File: src/rtl/core/sia_pkg.sv
// Shared types and constants for the signed integer ALU.
// No dependencies.
package sia_pkg;

    localparam int DATA_WIDTH_DEF = 32;

    typedef enum logic [2:0] {
        OP_ADD     = 3'd0,
        OP_SUB     = 3'd1,
        OP_MUL     = 3'd2,
        OP_DIV     = 3'd3,
        OP_MOD     = 3'd4,
        OP_LESS    = 3'd5,
        OP_GREATER = 3'd6,
        OP_NONE    = 3'd7
    } op_t;

endpackage

File: src/rtl/core/sia_div_stage.sv
// One stage of the restoring divider pipeline: one quotient bit per stage.
// Depends on sia_pkg for the default data width.
module sia_div_stage #(
    parameter int W = sia_pkg::DATA_WIDTH_DEF
) (
    input  logic         clk,
    input  logic         rst_n,
    input  logic         en,
    input  logic         vin,
    input  logic [W-1:0] rem_in,
    input  logic [W-1:0] quo_in,
    input  logic [W-1:0] dsr_in,
    output logic         vout,
    output logic [W-1:0] rem_out,
    output logic [W-1:0] quo_out
);
    logic [W:0]   trial;
    logic [W:0]   diff;
    logic [W-1:0] rem_reg;
    logic [W-1:0] quo_reg;
    logic         v_reg;

    // shift in next dividend bit and try subtracting
    always_comb
    begin
        trial = {rem_in, quo_in[W-1]};
        diff  = trial - {1'b0, dsr_in};
    end

    always_ff @(posedge clk or negedge rst_n)
    begin
        if (!rst_n)
        begin
            v_reg <= 1'b0;
        end
        else if (en)
        begin
            v_reg <= vin;
        end
    end

    always_ff @(posedge clk)
    begin
        if (en)
        begin
            if (diff[W])
            begin
                rem_reg <= trial[W-1:0];
                quo_reg <= {quo_in[W-2:0], 1'b0};
            end
            else
            begin
                rem_reg <= diff[W-1:0];
                quo_reg <= {quo_in[W-2:0], 1'b1};
            end
        end
    end

    assign vout    = v_reg;
    assign rem_out = rem_reg;
    assign quo_out = quo_reg;
endmodule

File: config.mk
export PLATFORM = sky130hd
export DESIGN_NAME = sia_div_stage
export DESIGN_NICKNAME = d
export VERILOG_FILES = /design/src/rtl/core/sia_pkg.sv /design/src/rtl/core/sia_div_stage.sv
export SDC_FILE = /design/constraint.sdc
export NUM_CORES = 1
export LEC_CHECK = 0
export BUFFER_PORTS_ARGS = -buffer_cell sky130_fd_sc_hd__buf_2
export CAP_MARGIN = 20
export CORE_ASPECT_RATIO = 2
export CORE_MARGIN = 2
export CORE_UTILIZATION = 31
export CTS_BUF_LIST = sky130_fd_sc_hd__clkbuf_4
export DETAILED_ROUTE_END_ITERATION = 10
export GPL_TIMING_DRIVEN = 0
export SYNTH_ARGS = -nofsm -noshare
export SYNTH_HDL_FRONTEND = slang
export SYNTH_SLANG_ARGS = --single-unit
File: constraint.sdc
create_clock -name clk -period 1.95 [get_ports clk]
set_input_delay 0.195 -clock clk [delete_from_list [all_inputs] [get_ports clk]]
set_output_delay 0.195 -clock clk [all_outputs]
set_load 0.01 [all_outputs]
# Word-level counts from Yosys, hierarchy flattened
# Index checks and enable logic that the tools add are counted.
# word_totals
ff_bits,65
# classes
n_mux,2
addsub,1
# op_table
op,count
$sub A33 B32 Y33,1
$mux W32,1
$mux W1,1

# Longest topological paths before layout
# Gate-level depths: netlist of run 1.
# logic_depth
word_depth,2
mapped_depth,13
mapped_depth_nobuf,12

# Least setup slack after synthesis of run 1
# Ideal clock, no wire load.
# synth_path
path_kind,in2reg
start,input dsr_in[16]
end,register rem_reg[10] (netlist: rem_out[10]) (data pin)
cell_stages,12
path_slack_ns,-0.761
required_time_ns,1.690
path_buffers,2
t_arrival_ns,2.450
cell_sequence,inv_1 ha_1 buf_6 a21oi_4 o211ai_1 a221o_1 a211o_1 o21a_1 o211ai_4 inv_2 buf_6 mux2_4
# synth_between
elab_chain_len,2
# synth_lines
element,line_no,rtl
start: declaration,sia_div_stage.sv:12,"input logic [W-1:0] dsr_in,"
$sub A33 B32 Y33,sia_div_stage.sv:27,"diff = trial - {1'b0, dsr_in};"
$mux W32,sia_div_stage.sv:46,if (diff[W])
end signal: assignment,sia_div_stage.sv:48,rem_reg <= trial[W-1:0];
end signal: assignment,sia_div_stage.sv:53,rem_reg <= diff[W-1:0];
end: declaration,sia_div_stage.sv:19,logic [W-1:0] rem_reg;
# No other way between the ends.
# A chain may end at the register's enable or synchronous reset.

# Worst setup path after layout of run 1
# layout_path
start,input rem_in[28]
end,register rem_reg[8] (netlist: rem_out[8]) (data pin)
# layout_between
elab_chain_len,2
# layout_lines
element,line_no,rtl
start: declaration,sia_div_stage.sv:10,"input logic [W-1:0] rem_in,"
$sub A33 B32 Y33,sia_div_stage.sv:27,
$mux W32,sia_div_stage.sv:46,
# No other way between the ends.

==> results of run 1 <==
[cell families after synthesis]
family / share of synthesized area (%)
AOI/OAI and AO/OA: 18.1
adders and majority gates: 9.53
buffers and inverters: 5.39
muxes: 6.38
DFF: 44.1
xor gates and xnor gates: 4.76
and+or+nand+nor: 11.7
[final timing paths]
| check | from | end | slack [ps] | cells past startpoint |
|---|---|---|---|---|
| worst max-delay path | rem_in[28] | rem_out[8]$_DFFE_PP_ | -470 | 10 |
| worst min-delay path | quo_in[31] | rem_out[0]$_DFFE_PP_ | 50 | 3 |
| worst max register to register | vout$_DFFE_PN0P_ | vout$_DFFE_PN0P_ | 1180 | 1 |
| worst min register to register | vout$_DFFE_PN0P_ | vout$_DFFE_PN0P_ | 550 | 1 |
| max in group asynchronous | rst_n | vout$_DFFE_PN0P_ | 1770 | 2 |
| min in group asynchronous | rst_n | vout$_DFFE_PN0P_ | 90 | 2 |
[timing repair]
action	4_1_cts	5_1_grt
setup buffers	23	4
pin swaps	15	24
resized for setup	43	52
setup endpoints to repair	33	33
hold endpoints to repair	33	0
gates cloned	1	2
hold buffers	33	0
[sequential cells by signal, summed over array words and instances, names as in the netlist]
register  count
rem_out      32
quo_out      32
vout          1
[per-stage QoR]
stage	hold slack [ps]	cells	setup slack [ps]	TNS (ps)	instance area (um^2)
floorplan	-101	426	-648	-18380	4510
global placement	-27.9	779	-1340	-41820	5560
detailed placement	-18.7	780	-1350	-41990	5580
CTS	23.7	848	-415	-11730	6460
global route	27.3	855	-493	-14100	6690
finish	54.2	856	-470	-13260	6690
[synth_stat cells (11+ instances only)]
library cell  instances  area [um^2]
clkbuf_1             11         41.3
nand3_1              11         55.1
a21oi_1              34          170
nand2_1              44          165
mux2_4               18          270
a21o_1               15          113
xnor2_1              14          123
edfxtp_1             64         1920
inv_1                41          154
nor2_1               16         60.1
ha_1                 32          400
o21ai_0              24          120
[metal layers]
| metal | wire length [um] | part of all wire (%) | GRT usage, % |
|---|---|---|---|
| met4 | 588 | 3.9 | 9.34 |
| met5 | 0 | 0 | 0 |
| met2 | 8920 | 60 | 38.3 |
| met1 | 4990 | 33 | 18.4 |
| met3 | 425 | 2.8 | 1.86 |
[power breakdown]
group / internal (uW) / total, uW / switching [uW]
Sequential: 1750 / 1780 / 38.3
Combinational: 907 / 1830 / 922
Clock: 535 / 1130 / 597
[layout make-up]
class	count	area share (%)
clock inverter	7	1.53
timing repair buffer	228	22.6
clock buffer	9	1.01
buffer	10	1.61
tap	189	3.53
antenna	2	0.0748
inverter	42	2.62
sequential	65	29.1
multi-input combinational	304	37.9
[worst min-delay path: stages]
cell and delay [ps]:
buf_8 80, nand2_1 50, o21ai_2 50
==> out/metrics.cfg, run 1 <==
[outcome]
outcome=finished, violations left
violations=setup timing

[critical_path]
critical_path.max_fanout=10
arrival_ps=2590
slowest_stage=a221oi_1
critPathLaunchType=input port
path_delay_family=compound AO/OA/AOI/OAI gates
critPathKind=input port to register
max_stage_delay_ps=420
critPathCaptureType=register
required_ps=2120
critPathBufInv=3
crit_chain=buf_2 > ha_1 > a21oi_2 > o21bai_1 > a21o_1 > a221oi_1 > o211ai_4 > inv_4 > buf_12 > mux2_4

[cells_and_area]
finalNetCount=793
layout_common_cells=buf_2 (160), edfxtp_1 (64), inv_1 (34)
fin_util_pct=48.2
register_area_um2=1950
final_common_cell=buf_2
multi_input_area_um2=2540
num-fill-cells=1354
drive_gt1_share_pct=44.5
area_delta_synth_final_pct=51.7

[worst_hold_path]
hp-class=input port to register

[die]
core_um2=13900
io_pins=165
initial_core_util_pct=31.8
die_x_um=88.4
die_h_um=173
die_area_um2=15300
fp-row-count=61

[sta]
period_share_pct=124
slew_headroom_pct=60.4
finClkSkew_ps=0
period_needed_ps=2420
setup_ws_ps=-470
grt_setup_unrepaired=yes
tightest_slew_ps=592
setup_viol_count_final=33
finalMaxSlewViolations=0
fmax_mhz=413
final_hold_viol_count=0

[synthesis]
synth-edff-count=64
yosys_warnings=0
synth_area_um2=4410
synthFlopType=edfxtp_1
postSynthAreaPerCell_um2=10.4
yosysSeqAreaShare_pct=44.1
synthCells=426
synth_cell_types=51
syn_nets=559
async_flop_share_pct=1.54
synth_seq_cells=65

[grt]
antenna_found_initial=1
grt_overflow=0
grt_pass1_wl_mm=22.3
grt_pass1_vias=4432
grt_start_max_net_pins=45
grt_usage_pct=19.3

[power]
p_total_uw=4750
p_per_area_nw_per_um2=709
leakage_uw=0.00305
power.ir.vdd_worst_v=0.000258

[routing]
firstDrtPassIters=4
wirelength_mm=14.9
drc_errors=0
dr.first_iter.drc_count=155
wl_per_cell_um=17.4
vias=4141
viasPerCell=4.84
ant_nets=0

[placed_design]
place_congestion=0.890
place_hpwl_mm=11.2
port_buffers=164

[clock_tree]
clk_pin_slew_ps=130
cts_tree=done
root_buffer=clkbuf_4
cts_inserted_buffers=9
cts.sinks=65
cts_htree_levels=3
clock_path_buffers=2
insertion_delay_ps=420

[job]
drv_cap=0

(Power assumes the default switching activity.)
==> run 2, diff against run 1 <==
- CORE_UTILIZATION: 31 -> 55
- PLACE_DENSITY: not set -> 0.88
- SETUP_SLACK_MARGIN: not set -> 0.05
==> run 2 against run 1 <==
  * The flow still finishes with violations (setup timing)
  * Via count rose by 16%
  * Flip-flop and latch count did not move
  * Combinational power rose by 10%
  * Worst setup slack got worse by 130 ps
  * Critical path type unchanged
  * Largest power group unchanged
==> out/metrics.cfg, run 2 (synthesis gave the netlist of run 1 again) <==
[outcome]
outcome=finished, violations left
violations=setup timing

[power]
power.ir.vdd_worst_v=0.000455
leakage_uw=0.00306
p_per_area_nw_per_um2=731

[routing]
firstDrtPassIters=7
vias=4785
dr.first_iter.drc_count=717
ant_nets=0
drc_errors=0
wirelength_mm=17.8
wl_per_cell_um=23.6
viasPerCell=6.34

[clock_tree]
root_buffer=clkbuf_4
cts_htree_levels=3
clock_path_buffers=2
cts_inserted_buffers=9
cts_tree=done
insertion_delay_ps=440
clk_pin_slew_ps=130
cts.sinks=65

[placed_design]
dp_slack_ps=-1310
place_hpwl_mm=10.7
port_buffers=164
place_congestion=1.00
dpl.cell_count=687

[grt]
grt_pass1_vias=4753
busiest_layer=met2
grtUsageMet3_pct=8.13
grt_pass1_wl_mm=23.7
grt.met1_usage_pct=35.4
grt_usage_pct=37.6
grt_start_max_net_pins=46
grt_overflow=0
grt_use_met2_pct=68.2
antenna_found_initial=1

[die]
fp-row-count=46
io_pins=165
die_x_um=67.3
die_area_um2=8800
die_h_um=131
initial_core_util_pct=56.0
core_um2=7890

[sta]
fin_tns_setup_ps=-16780
finClkSkew_ps=0
finalMaxSlewViolations=0
final_hold_viol_count=0
setup_viol_count_final=33
tightest_slew_ps=555
fmax_mhz=393
grt_setup_unrepaired=yes
hold_ws_ps=46.8
slew_headroom_pct=63.0
period_needed_ps=2550
period_share_pct=131
setup_ws_ps=-597

[cells_and_area]
drive_gt1_share_pct=44.4
instances_no_fill=755
area_delta_synth_final_pct=50.1
final_common_cell=buf_2
layout_common_cells=buf_2 (160), edfxtp_1 (64), inv_1 (36)
finalNetCount=786

[critical_path]
critPathCaptureType=register
critical_path.max_fanout=6
critPathLaunchType=input port
required_ps=2140
arrival_ps=2740
critPathKind=input port to register

[worst_hold_path]
hp-class=input port to asynchronous set/reset pin

[job]
drv_cap=0

run 2: final cells by class:
type	instances	area, um^2
tap	96	120
inverter	42	173
buffer	7	75.1
timing repair buffer	224	1520
sequential	65	1950
clock buffer	9	67.6
fill	399	1260
multi-input combinational	304	2640
antenna	1	2.50
clock inverter	7	77.6
run 2: worst paths after layout:
path | startpoint | end | slack (ps) | cells past startpoint
hold reg to reg | vout$_DFFE_PN0P_ | vout$_DFFE_PN0P_ | 550 | 1
max in group asynchronous | rst_n | vout$_DFFE_PN0P_ | 1800 | 2
setup / recovery | dsr_in[16] | rem_out[28]$_DFFE_PP_ | -600 | 13
min in group clk | rem_in[28] | rem_out[29]$_DFFE_PP_ | 50 | 3
hold / removal | rst_n | vout$_DFFE_PN0P_ | 50 | 2
setup reg to reg | vout$_DFFE_PN0P_ | vout$_DFFE_PN0P_ | 1180 | 1
run 2: stage by stage:
stage / total power (uW) / utilization, % / instance area (um^2)
3_3_place_gp: 3180 / 69.1 / 5450
5_1_grt: 4990 / 84.0 / 6620
3_5_place_dp: 3240 / 69.3 / 5470
6_report: 4840 / 84.0 / 6620
4_1_cts: 4600 / 82.3 / 6490
2_1_floorplan: 2720 / - / 4510
run 2: where the power goes:
part | total, uW | switching [uW] | internal, uW | leakage, uW
clock network | 1020 | 614 | 401 | 0.0000769
logic | 2020 | 1070 | 946 | 0.00235
registers | 1810 | 57.1 | 1750 | 0.000638
run 2: worst max-delay path, stage by stage:
cell	delay, ps
buf_8	100
inv_12	30
ha_4	270
a21oi_4	160
o211ai_1	110
a221o_1	370
a211o_1	320
o21a_1	250
o211ai_4	290
inv_4	60
buf_12	150
buf_12	140
mux2_4	300
run 2: metal layers:
| layer | wire length, um | share of wire [%] |
|---|---|---|
| met1 | 5370 | 30 |
| met2 | 9250 | 52 |
| met3 | 1570 | 8.8 |
| met4 | 1610 | 9.0 |
| met5 | 0 | 0 |
run 2: repair_timing:
item,in CTS,in global routing
gates resized for setup,84,38
endpoints found under the hold margin,33,0
gates cloned,4,0
pin swaps,32,22
setup buffers,17,8
setup endpoints to repair,33,33
hold buffers,33,0
